File: src/rtl/core/lile_pkg.sv
package lile_pkg;

  // Field widths fixed by the interface.
  localparam int IDX_W = 10;
  localparam int MODE_W = 3;

  // Default pool size, entry 0 being the root sentinel.
  localparam int NODE_COUNT_DEF = 1024;

  // Operation codes carried in the mode field.
  localparam logic [MODE_W-1:0] MODE_ADD_HEAD  = 3'd0;
  localparam logic [MODE_W-1:0] MODE_ADD_TAIL  = 3'd1;
  localparam logic [MODE_W-1:0] MODE_MOVE_HEAD = 3'd2;
  localparam logic [MODE_W-1:0] MODE_MOVE_TAIL = 3'd3;
  localparam logic [MODE_W-1:0] MODE_REMOVE    = 3'd4;

  // Datapath operations issued by the controller.
  typedef enum logic [3:0] {
    DP_IDLE,
    DP_CLEAR,
    DP_LOAD,
    DP_EVAL,
    DP_UNLINK_A,
    DP_UNLINK_B,
    DP_HEAD_A,
    DP_HEAD_B,
    DP_TAIL_A,
    DP_TAIL_B,
    DP_RESULT
  } dp_op_t;

  typedef struct packed {
    dp_op_t op;
  } dp_cmd_t;

  typedef struct packed {
    logic clear_last;
    logic guard_ok;
    logic do_unlink;
    logic link_head;
    logic link_tail;
    logic out_busy;
  } dp_status_t;

endpackage

File: src/rtl/core/lile_ctrl.sv
module lile_ctrl (
  input  logic                 clk,
  input  logic                 rst,
  input  logic                 in_valid,
  output logic                 in_ready,
  input  lile_pkg::dp_status_t status,
  output lile_pkg::dp_cmd_t    cmd
);

  typedef enum logic [2:0] {
    S_CLEAR,
    S_IDLE,
    S_EVAL,
    S_UNLINK_A,
    S_UNLINK_B,
    S_LINK_A,
    S_LINK_B,
    S_DONE
  } state_t;

  state_t state;
  state_t state_next;

  // Command for the current step and the step that follows.
  always_comb begin
    cmd.op     = lile_pkg::DP_IDLE;
    state_next = state;
    unique case (state)
      S_CLEAR: begin
        cmd.op = lile_pkg::DP_CLEAR;
        if (status.clear_last) begin
          state_next = S_IDLE;
        end
      end
      S_IDLE: begin
        if (in_valid) begin
          cmd.op     = lile_pkg::DP_LOAD;
          state_next = S_EVAL;
        end
      end
      S_EVAL: begin
        cmd.op = lile_pkg::DP_EVAL;
        if (!status.guard_ok) begin
          state_next = S_DONE;
        end else if (status.do_unlink) begin
          state_next = S_UNLINK_A;
        end else begin
          state_next = S_LINK_A;
        end
      end
      S_UNLINK_A: begin
        cmd.op     = lile_pkg::DP_UNLINK_A;
        state_next = S_UNLINK_B;
      end
      S_UNLINK_B: begin
        cmd.op = lile_pkg::DP_UNLINK_B;
        if (status.link_head || status.link_tail) begin
          state_next = S_LINK_A;
        end else begin
          state_next = S_DONE;
        end
      end
      S_LINK_A: begin
        cmd.op     = status.link_head ? lile_pkg::DP_HEAD_A : lile_pkg::DP_TAIL_A;
        state_next = S_LINK_B;
      end
      S_LINK_B: begin
        cmd.op     = status.link_head ? lile_pkg::DP_HEAD_B : lile_pkg::DP_TAIL_B;
        state_next = S_DONE;
      end
      S_DONE: begin
        if (!status.out_busy) begin
          cmd.op     = lile_pkg::DP_RESULT;
          state_next = S_IDLE;
        end
      end
      default: begin
        state_next = S_CLEAR;
      end
    endcase
  end

  // State register and registered ready.
  always_ff @(posedge clk) begin
    if (rst) begin
      state    <= S_CLEAR;
      in_ready <= 1'b0;
    end else begin
      state    <= state_next;
      in_ready <= state_next == S_IDLE;
    end
  end

endmodule

File: config.mk
export PLATFORM = sky130hd
export DESIGN_NAME = lile_ctrl
export DESIGN_NICKNAME = d
export VERILOG_FILES = /design/src/rtl/core/lile_pkg.sv /design/src/rtl/core/lile_ctrl.sv
export SDC_FILE = /design/constraint.sdc
export NUM_CORES = 1
export LEC_CHECK = 0
export BUFFER_PORTS_ARGS = -buffer_cell sky130_fd_sc_hd__buf_2
export CAP_MARGIN = 10
export CORE_AREA = 2 2 39 41
export CTS_CLUSTER_DIAMETER = 60
export DETAILED_ROUTE_END_ITERATION = 10
export DIE_AREA = 0 0 41 43
export SETUP_SLACK_MARGIN = 0.1
export SYNTH_ARGS = -nofsm -noshare
export SYNTH_HDL_FRONTEND = slang
export SYNTH_SLANG_ARGS = --single-unit
File: constraint.sdc
create_clock -name clk -period 1.92 [get_ports clk]
set_clock_uncertainty 0.05 [all_clocks]
set_input_delay 0 -clock clk [delete_from_list [all_inputs] [get_ports clk]]
set_output_delay 0 -clock clk [all_outputs]
set_load 0.05 [all_outputs]
==> results.toml, run 1 <==
[timing]
rsz0062_at_grt = "false"
finalHoldViolations = 0
fmaxAchievable_mhz = 628.0
fin_crit_sh = 0.8293
setup_slack_ns = 0.3277
min_period_ns = 1.592
tightestPinTransition_ns = 0.4163
slew_headroom = 0.7221
setup_viol = 0
setup_tns_ns = 0
drv_slew = 0

[clock_tree]
hold_buffers = 1
cts.sinks = 4
clkTransAtPathRegs_ns = 0.03
cts_tree = "built"
cts_resized = 0
root_buffer = "clkbuf_4"
cts-htree-levels = 1
cts_setup_buffers = 0
worstSkewPairLatency_ns = 0.23
cts_buffers = 3
clockBufferDepth = 2

[logic_synthesis]
syn_avg_cell_area_um2 = 7.690
synth.cell_area_um2 = 315.3
synth_top_family_by_area = "compound AO/OA/AOI/OAI gates"
synth-seq-area-share = 0.2540
synthAdderAreaFrac = 0
synth_xor_area_frac = 0
synth_seq_cells = 4
synthFlopType = "dfxtp_1"
ys_types = 26
async_flop_share = 0
synthCells = 41
synth_simple_gate_area_frac = 0.2698
synth_fp_nets = 50
synthMuxAreaShare = 0.03175
yosys_warnings = 0
synth-edff-count = 0
synth-compound-area-share = 0.3135

[floorplan]
std_cell_rows = 14
die_w_um = 41
io_pins = 14
start_util = 0.2278
dieArea_um2 = 1763
core_um2 = 1384
fp.dieH_um = 43

[detailed_routing]
route.detailed.drc = 0
via_count = 331
ant_nets = 0
viasPerCell = 4.662
drt_iter0_markers = 3
routedWlPerCell_um = 10.04
routed_wl_um = 713
firstDrtPassIters = 3

[power_and_ir_drop]
pwr-share-comb = 0.370
ir_drop_mv = 0.4093
intPower_mw = 0.2072
seqPwrFrac = 0.331
p_leak_nw = 0.1826
p_clk_frac = 0.299
p_per_area_nw_per_um2 = 834.6
p_sw_mw = 0.1291
switching_share = 0.3839

[placed_design]
portBuffers = 13
place_ws_ns = 0.5692
place.gp.congestion = 0.7720
post-dp-hpwl_um = 562.4

[min_path]
hold_depth = 4
hp-class = "in -> reg"
worstHoldStart = "in_valid"
whs_endpoint = "state[0]$_SDFF_PP0_"

[global_routing]
grt_util_all_layers = 0.09829
grt_pass1_wl_um = 1152
overflow = 0
first_global_vias = 304
antenna_found_initial = 0
grt_max_degree = 12

[worst_setup_path]
reg2regPathDepth = 3
arrival_ns = 1.54
r2r-start = "state[2]$_SDFF_PP0_"
cp.required_ns = 1.87
r2r-end = "in_ready$_SDFF_PP0_"
r2r_slack_ns = 0.56
cp-start-kind = "flop"
endpoint_kind = "output port"
crit_type = "reg -> out"
path_max_fanout = 11

[final_layout]
diodes = 0
post-route-util = 0.2911
area_growth_pct = 27.78
drive_above_1_share = 0.3636
n_fill_cell = 146
nets = 66

[job]
drv_cap = 0

[outcome]
status = "finished clean"
[flip-flops by register name (all words and copies together), names as in the netlist]
name / count
in_ready: 1
state: 3
[power groups by stage]
stage	clock network, mW	registers [mW]	logic, mW
finish	0.100	0.111	0.124
global route	0.110	0.115	0.136
CTS	0.107	0.111	0.125
detailed placement	0	0.112	0.124
global placement	0	0.112	0.123
floorplan	0	0.111	0.102
[cell usage in the layout, fill, tap and decap left out, types with 2 or more instances in the layout]
cell and count:
nor2_1 3, o21ai_1 2, nand2_1 3, clkbuf_4 3, nand2b_1 2, dfxtp_1 4, buf_2 13, o22ai_1 2
inv_1 2, nor3_1 4
[final cells by class]
class,count,area [um^2],area share
sequential,4,80.08,0.1988
clock buffer,3,22.52,0.05590
tap,16,20.02,0.04969
timing repair buffer,14,75.07,0.1863
inverter,3,11.26,0.02795
multi-input combinational,31,193.9,0.4814
[metrics by stage]
step | cells | area [um^2] | hold slack (ns) | total power [mW]
6_report | 71 | 402.9 | 0.1252 | 0.3363
3_3_place_gp | 67 | 370.4 | 0.1543 | 0.2358
4_1_cts | 71 | 402.9 | 0.1201 | 0.3435
3_5_place_dp | 67 | 370.4 | 0.1604 | 0.2361
5_1_grt | 71 | 402.9 | 0.1944 | 0.3606
2_1_floorplan | 41 | 315.3 | 0.02238 | 0.2137
[metal layers]
metal | GRT usage | vias up | share of wire
met5 | 0 | - | 0
met4 | 0.08000 | 0 | 0
met3 | 0.03141 | 0 | 0.065
met2 | 0.1313 | 10 | 0.44
met1 | 0.1218 | 142 | 0.50
li1 | - | 179 | -
[worst max-delay path: stages (launching register included)]
cell	delay (ns)
dfxtp_1	0.52
inv_2	0.11
o21ai_1	0.17
o21ai_1	0.08
a22o_1	0.23
buf_2	0.20
[synthesized netlist by cell type, types with 2 or more instances]
| library cell | instances | area (um^2) |
|---|---|---|
| dfxtp_1 | 4 | 80.08 |
| nor3_1 | 4 | 20.02 |
| nand2_1 | 3 | 11.26 |
| nor2_1 | 3 | 11.26 |
| buf_6 | 2 | 22.52 |
| inv_1 | 2 | 7.510 |
| nand2b_1 | 2 | 12.51 |
| o21ai_1 | 2 | 10.01 |
| o22ai_1 | 2 | 12.51 |
[how the worst max path moves through the flow]
stage,from,end,slack (ns),cells past startpoint
3_3_place_gp,state[0]$_SDFF_PP0_,cmd[2],0.56,5
3_5_place_dp,state[0]$_SDFF_PP0_,cmd[2],0.57,5
4_1_cts,state[0]$_SDFF_PP0_,cmd[2],0.32,5
2_1_floorplan,state[1]$_SDFF_PP0_,cmd[1],0.16,4
5_1_grt,state[0]$_SDFF_PP0_,cmd[2],0.19,5
6_report,state[0]$_SDFF_PP0_,cmd[2],0.33,5
[cell families (layout without fill, tap and decap cells)]
group / count (synthesis) / in the layout
buffers and inverters: 6 / 20
flip-flops: 4 / 4
AND/OR/NAND/NOR: 16 / 16
multiplexers: 1 / 1
AO/OA/AOI/OAI: 14 / 14
(Power assumes the default switching activity.)
==> inputs of run 2 (changes only) <==
==> constraint.sdc (replaced) <==
create_clock -name clk -period 1.3 [get_ports clk]
set_clock_uncertainty 0.05 [all_clocks]
set_input_delay 0 -clock clk [delete_from_list [all_inputs] [get_ports clk]]
set_output_delay 0 -clock clk [all_outputs]
set_load 0.05 [all_outputs]
==> results.toml, run 2 (synthesized netlist as in run 1, its figures left out) <==
[worst_setup_path]
arrival_ns = 1.26
startpoint = "state[0]$_SDFF_PP0_"
r2r-start = "state[0]$_SDFF_PP0_"
cp-start-kind = "flop"
reg2regPathDepth = 5
crit_chain = "inv_4, o21ai_2, o21ai_1, a22o_4, buf_8"
slowest_delay_ns = 0.38
cp.required_ns = 1.25
crit_end = "cmd[2]"
r2r-end = "in_ready$_SDFF_PP0_"
r2r_slack_ns = 0.02
endpoint_kind = "output port"
cpMaxStageDelayCell = "dfxtp_4"
crit_type = "reg -> out"
path_max_fanout = 6

[timing]
finalHoldViolations = 0
fmaxAchievable_mhz = 762.5
tightestPinTransition_ns = 0.3090
min_period_ns = 1.311
setup_slack_ns = -0.01143
setup_viol = 1
holdWs_ns = 0.1065
fin_crit_sh = 1.009
slew_headroom = 0.7924
rsz0062_at_grt = "true"
drv_slew = 0

[final_layout]
area_growth_pct = 89.68
drive_above_1_share = 0.6912
diodes = 0
regMostFlops = "state"
nets = 79
top_regs = "state x3, in_ready x1"
largest_reg_flops = 3
final_cell_mix = "buf_2 (10), buf_4 (10), buf_6 (4)"

[clock_tree]
cts_tree = "built"
cts.sinks = 4
worstSkewPairLatency_ns = 0.23
cts-htree-levels = 1
clockBufferDepth = 2
clkTransAtPathRegs_ns = 0.04
root_buffer = "clkbuf_4"
cts_buffers = 3

[floorplan]
fp.dieH_um = 43
io_pins = 14
die_w_um = 41
start_util = 0.2278
std_cell_rows = 14
core_um2 = 1384
dieArea_um2 = 1763

[outcome]
violations = "negative setup slack"
status = "finished, violations left"

[detailed_routing]
route.detailed.drc = 0
routed_wl_um = 893
viasPerCell = 4.607
via_count = 387
firstDrtPassIters = 2
drt_iter0_markers = 4
routedWlPerCell_um = 10.63
ant_nets = 0

[global_routing]
grt_pass1_wl_um = 1414
first_global_vias = 382
grt_util_all_layers = 0.1146
overflow = 0
grt_max_degree = 9
antenna_found_initial = 0

[job]
drv_cap = 0

[power_and_ir_drop]
p_per_area_nw_per_um2 = 1032
p_leak_nw = 0.2746
ir_drop_mv = 0.7432

[placed_design]
portBuffers = 13
place_ws_ns = 0.02828
post-dp-hpwl_um = 650.9
place.gp.congestion = 0.6911

[min_path]
hp-class = "in -> reg"
hold_depth = 4
[run 2: final cells by class]
| type | instances | area (um^2) |
|---|---|---|
| tap | 16 | 20.02 |
| fill | 141 | 785.8 |
| timing repair buffer | 27 | 210.2 |
| multi-input combinational | 31 | 240.2 |
| inverter | 3 | 13.76 |
| clock buffer | 3 | 22.52 |
| sequential | 4 | 91.34 |
[run 2: worst min path at each step]
stage	from	to
after global placement	rst	state[0]$_SDFF_PP0_
after floorplan	rst	state[0]$_SDFF_PP0_
final	status[5]	state[0]$_SDFF_PP0_
after global routing	status[5]	state[0]$_SDFF_PP0_
after detailed placement	rst	state[0]$_SDFF_PP0_
after CTS	in_valid	state[0]$_SDFF_PP0_
[run 2: where the power goes]
part,total (mW),switching (mW),internal (mW)
logic,0.306,0.158,0.148
registers,0.161,0.0223,0.139
clock network,0.150,0.0475,0.103
total,0.617,0.228,0.390
[run 2: metal layers]
| metal | vias up | global-route usage | share of wire |
|---|---|---|---|
| met5 | - | 0 | 0 |
| li1 | 202 | - | - |
| met2 | 12 | 0.1875 | 0.49 |
| met3 | 0 | 0.01571 | 0.063 |
| met4 | 0 | 0.06000 | 0 |
| met1 | 173 | 0.1355 | 0.45 |
[run 2: through the flow]
stage                     power, mW  cells  setup TNS, ns    util  area [um^2]
after floorplan              0.3343     41              0       -        340.3
after global placement       0.4037     76              0  0.3318        459.2
after detailed placement     0.4039     76              0  0.3318        459.2
after CTS                    0.6090     83      -0.003799  0.4078        564.3
after global routing         0.6546     84        -0.1083  0.4322        598.1
final                        0.6173     84       -0.01143  0.4322        598.1
[run 2: critical path, delay by kind of cell, from the launching register on]
kind	cells	cell delay, ns
AO/OA/AOI/OAI	3	0.46
buffers and inverters	2	0.18
flip-flops	1	0.38
[run 2: timing repair]
| action | in CTS | in global routing |
|---|---|---|
| hold endpoints to repair | 3 | 0 |
| resized for setup | 17 | 8 |
| hold buffers | 1 | 0 |
| pin swaps | 6 | 5 |
| setup endpoints to repair | 6 | 5 |
| buffers inserted | 3 | 1 |
==> inputs of run 3 (changes only) <==
--- a/config.mk
+++ b/config.mk
@@ -5,6 +5,7 @@
 export SDC_FILE = /design/constraint.sdc
 export NUM_CORES = 1
 export LEC_CHECK = 0
+export ABC_AREA = 1
 export BUFFER_PORTS_ARGS = -buffer_cell sky130_fd_sc_hd__buf_2
 export CAP_MARGIN = 10
 export CORE_AREA = 2 2 39 41
==> results.toml, run 3 <==
[floorplan]
fp.dieH_um = 43
std_cell_rows = 14
start_util = 0.2369
die_w_um = 41
core_um2 = 1384
dieArea_um2 = 1763
io_pins = 14

[final_layout]
area_growth_pct = 78.24
multiInputGateArea_um2 = 276.5
regMostFlops = "state"
largest_reg_flops = 3
top_regs = "state x3, in_ready x1"
layout_commonest_cell = "nand2_1"
diodes = 0
nets = 89
regArea_um2 = 91.34
n_fill_cell = 149
final_cell_mix = "nand2_1 (15), buf_2 (10), nor2_2 (5)"
drive_above_1_share = 0.5641

[placed_design]
post-dp-hpwl_um = 649.4
portBuffers = 13
place.gp.congestion = 0.7626

[logic_synthesis]
yosysMostFrequentCell = "nand2_1"
synth.top_cell.area_share = 0.2443
yosys.area.top_type = "dfxtp_1"
synth.area.top_cells = "dfxtp_1 (24%), nand2_1 (21%), nor2_1 (9.2%)"
synth-edff-count = 0
yosys_warnings = 0
synth_fp_nets = 67
synth.cell_area_um2 = 327.8
synth-seq-area-share = 0.2443
syn_avg_cell_area_um2 = 5.652
async_flop_share = 0
yosys-top-cells-count = "nand2_1 (18), nor2_1 (8), inv_1 (5), nand3_1 (5), dfxtp_1 (4)"
synthCells = 58
synthFlopType = "dfxtp_1"
ys_types = 16
synth_seq_cells = 4

[detailed_routing]
ant_nets = 0
drt_iter0_markers = 7
via_count = 439
firstDrtPassIters = 4
route.detailed.drc = 0
viasPerCell = 4.670
routed_wl_um = 944
routedWlPerCell_um = 10.04

[global_routing]
overflow = 0
grt_pass1_wl_um = 1497
antenna_found_initial = 0
grt_util_all_layers = 0.1263
first_global_vias = 384
grt_max_degree = 9

[clock_tree]
cts-htree-levels = 1
worstSkewPairLatency_ns = 0.24
cts.sinks = 4
cts_buffers = 3
root_buffer = "clkbuf_4"
clkTransAtPathRegs_ns = 0.04
clockBufferDepth = 2
cts_tree = "built"

[min_path]
whs_endpoint = "state[2]$_SDFF_PP0_"
hp-class = "in -> reg"
worstHoldStart = "status[4]"
hold_depth = 6

[timing]
setup_viol = 0
slew_headroom = 0.8332
setup_tns_ns = 0
rsz0062_at_grt = "true"
fmaxAchievable_mhz = 802.9
finalHoldViolations = 0
drv_slew = 0
min_period_ns = 1.245
tightestPinTransition_ns = 0.2519
fin_crit_sh = 0.9581

[power_and_ir_drop]
p_per_area_nw_per_um2 = 1206
power_mw = 0.7045
p_leak_nw = 0.2846
ir_drop_mv = 0.4582

[worst_setup_path]
r2r-end = "in_ready$_SDFF_PP0_"
cp.required_ns = 1.25
r2r-start = "state[0]$_SDFF_PP0_"
r2r_slack_ns = 0.16
crit_type = "reg -> out"
arrival_ns = 1.20
path_max_fanout = 7
endpoint_kind = "output port"
cp-start-kind = "flop"
reg2regPathDepth = 7

[outcome]
status = "finished clean"

[job]
drv_cap = 0
-- run 3: cell count changes in the layout (fill, tap and decap cells not counted), sizes merged, moves of 2 or more --
cell | previous run | this run
nand2 | 3 | 18
nand4 | 0 | 2
nand3 | 0 | 5
inv | 3 | 8
nand2b | 2 | 0
nor2 | 4 | 11
buf | 26 | 18
o22ai | 2 | 0
nor3 | 4 | 0
-- run 3: through the flow --
stage               setup slack, ns  utilization  hold slack, ns  instance area, um^2  std cells
floorplan                    0.1039            -         0.01907                370.4         58
finish                      0.05451       0.4222         0.06085                584.3         94
global placement           0.007881       0.3318          0.1403                459.2         88
detailed placement         0.004200       0.3318          0.1435                459.2         88
global route                0.01188       0.4222         0.08479                584.3         94
CTS                         0.04434       0.4069         0.06411                563.0         94
-- run 3: cell type report --
class	instances	area share
multi-input cells	43	0.4732
repair buffers	19	0.2313
flip-flops and latches	4	0.1563
inverters	9	0.06638
clock buffers	3	0.03854
well taps	16	0.03426
-- run 3: logic make-up after synthesis --
kind of cell | count (synthesis) | share of synthesized area
AO/OA/AOI/OAI | 6 | 0.1030
buffers and inverters | 11 | 0.1603
flip-flops | 4 | 0.2443
AND/OR/NAND/NOR | 37 | 0.4924
-- run 3: worst max path at each step --
| stage | startpoint | endpoint | depth (start not counted) |
|---|---|---|---|
| 2_1_floorplan | state[0]$_SDFF_PP0_ | in_ready$_SDFF_PP0_ | 8 |
| 3_3_place_gp | state[2]$_SDFF_PP0_ | cmd[1] | 5 |
| 3_5_place_dp | state[2]$_SDFF_PP0_ | cmd[1] | 5 |
| 4_1_cts | state[0]$_SDFF_PP0_ | cmd[3] | 5 |
| 5_1_grt | state[2]$_SDFF_PP0_ | cmd[3] | 5 |
| 6_report | state[0]$_SDFF_PP0_ | cmd[1] | 4 |
-- run 3: worst max-delay path, cell delays in order, from the launching register on --
cell,delay [ns]
dfxtp_4,0.41
nand4_1,0.12
buf_6,0.16
o2111ai_4,0.08
buf_6,0.18
-- run 3: layer usage --
metal | track usage | wire [um] | part of all wire
met5 | 0 | 0 | 0
met4 | 0.08000 | 19 | 0.020
met3 | 0.03665 | 69 | 0.073
met2 | 0.1969 | 464 | 0.49
met1 | 0.1406 | 390 | 0.41
-- run 3: power by group --
| group | switching [mW] | internal [mW] | leakage (nW) |
|---|---|---|---|
| sequential | 0.0417 | 0.148 | 0.0350 |
| combinational | 0.218 | 0.136 | 0.236 |
| clock | 0.0569 | 0.104 | 0.0138 |
| total | 0.317 | 0.388 | 0.285 |
-- run 3: repair_timing --
| item | CTS | global route |
|---|---|---|
| hold buffers | 1 | 0 |
| buffers inserted | 2 | 0 |
| resized for setup | 21 | 7 |
| hold endpoints to repair | 3 | 0 |
| pin swaps | 3 | 4 |
| setup endpoints to repair | 5 | 5 |
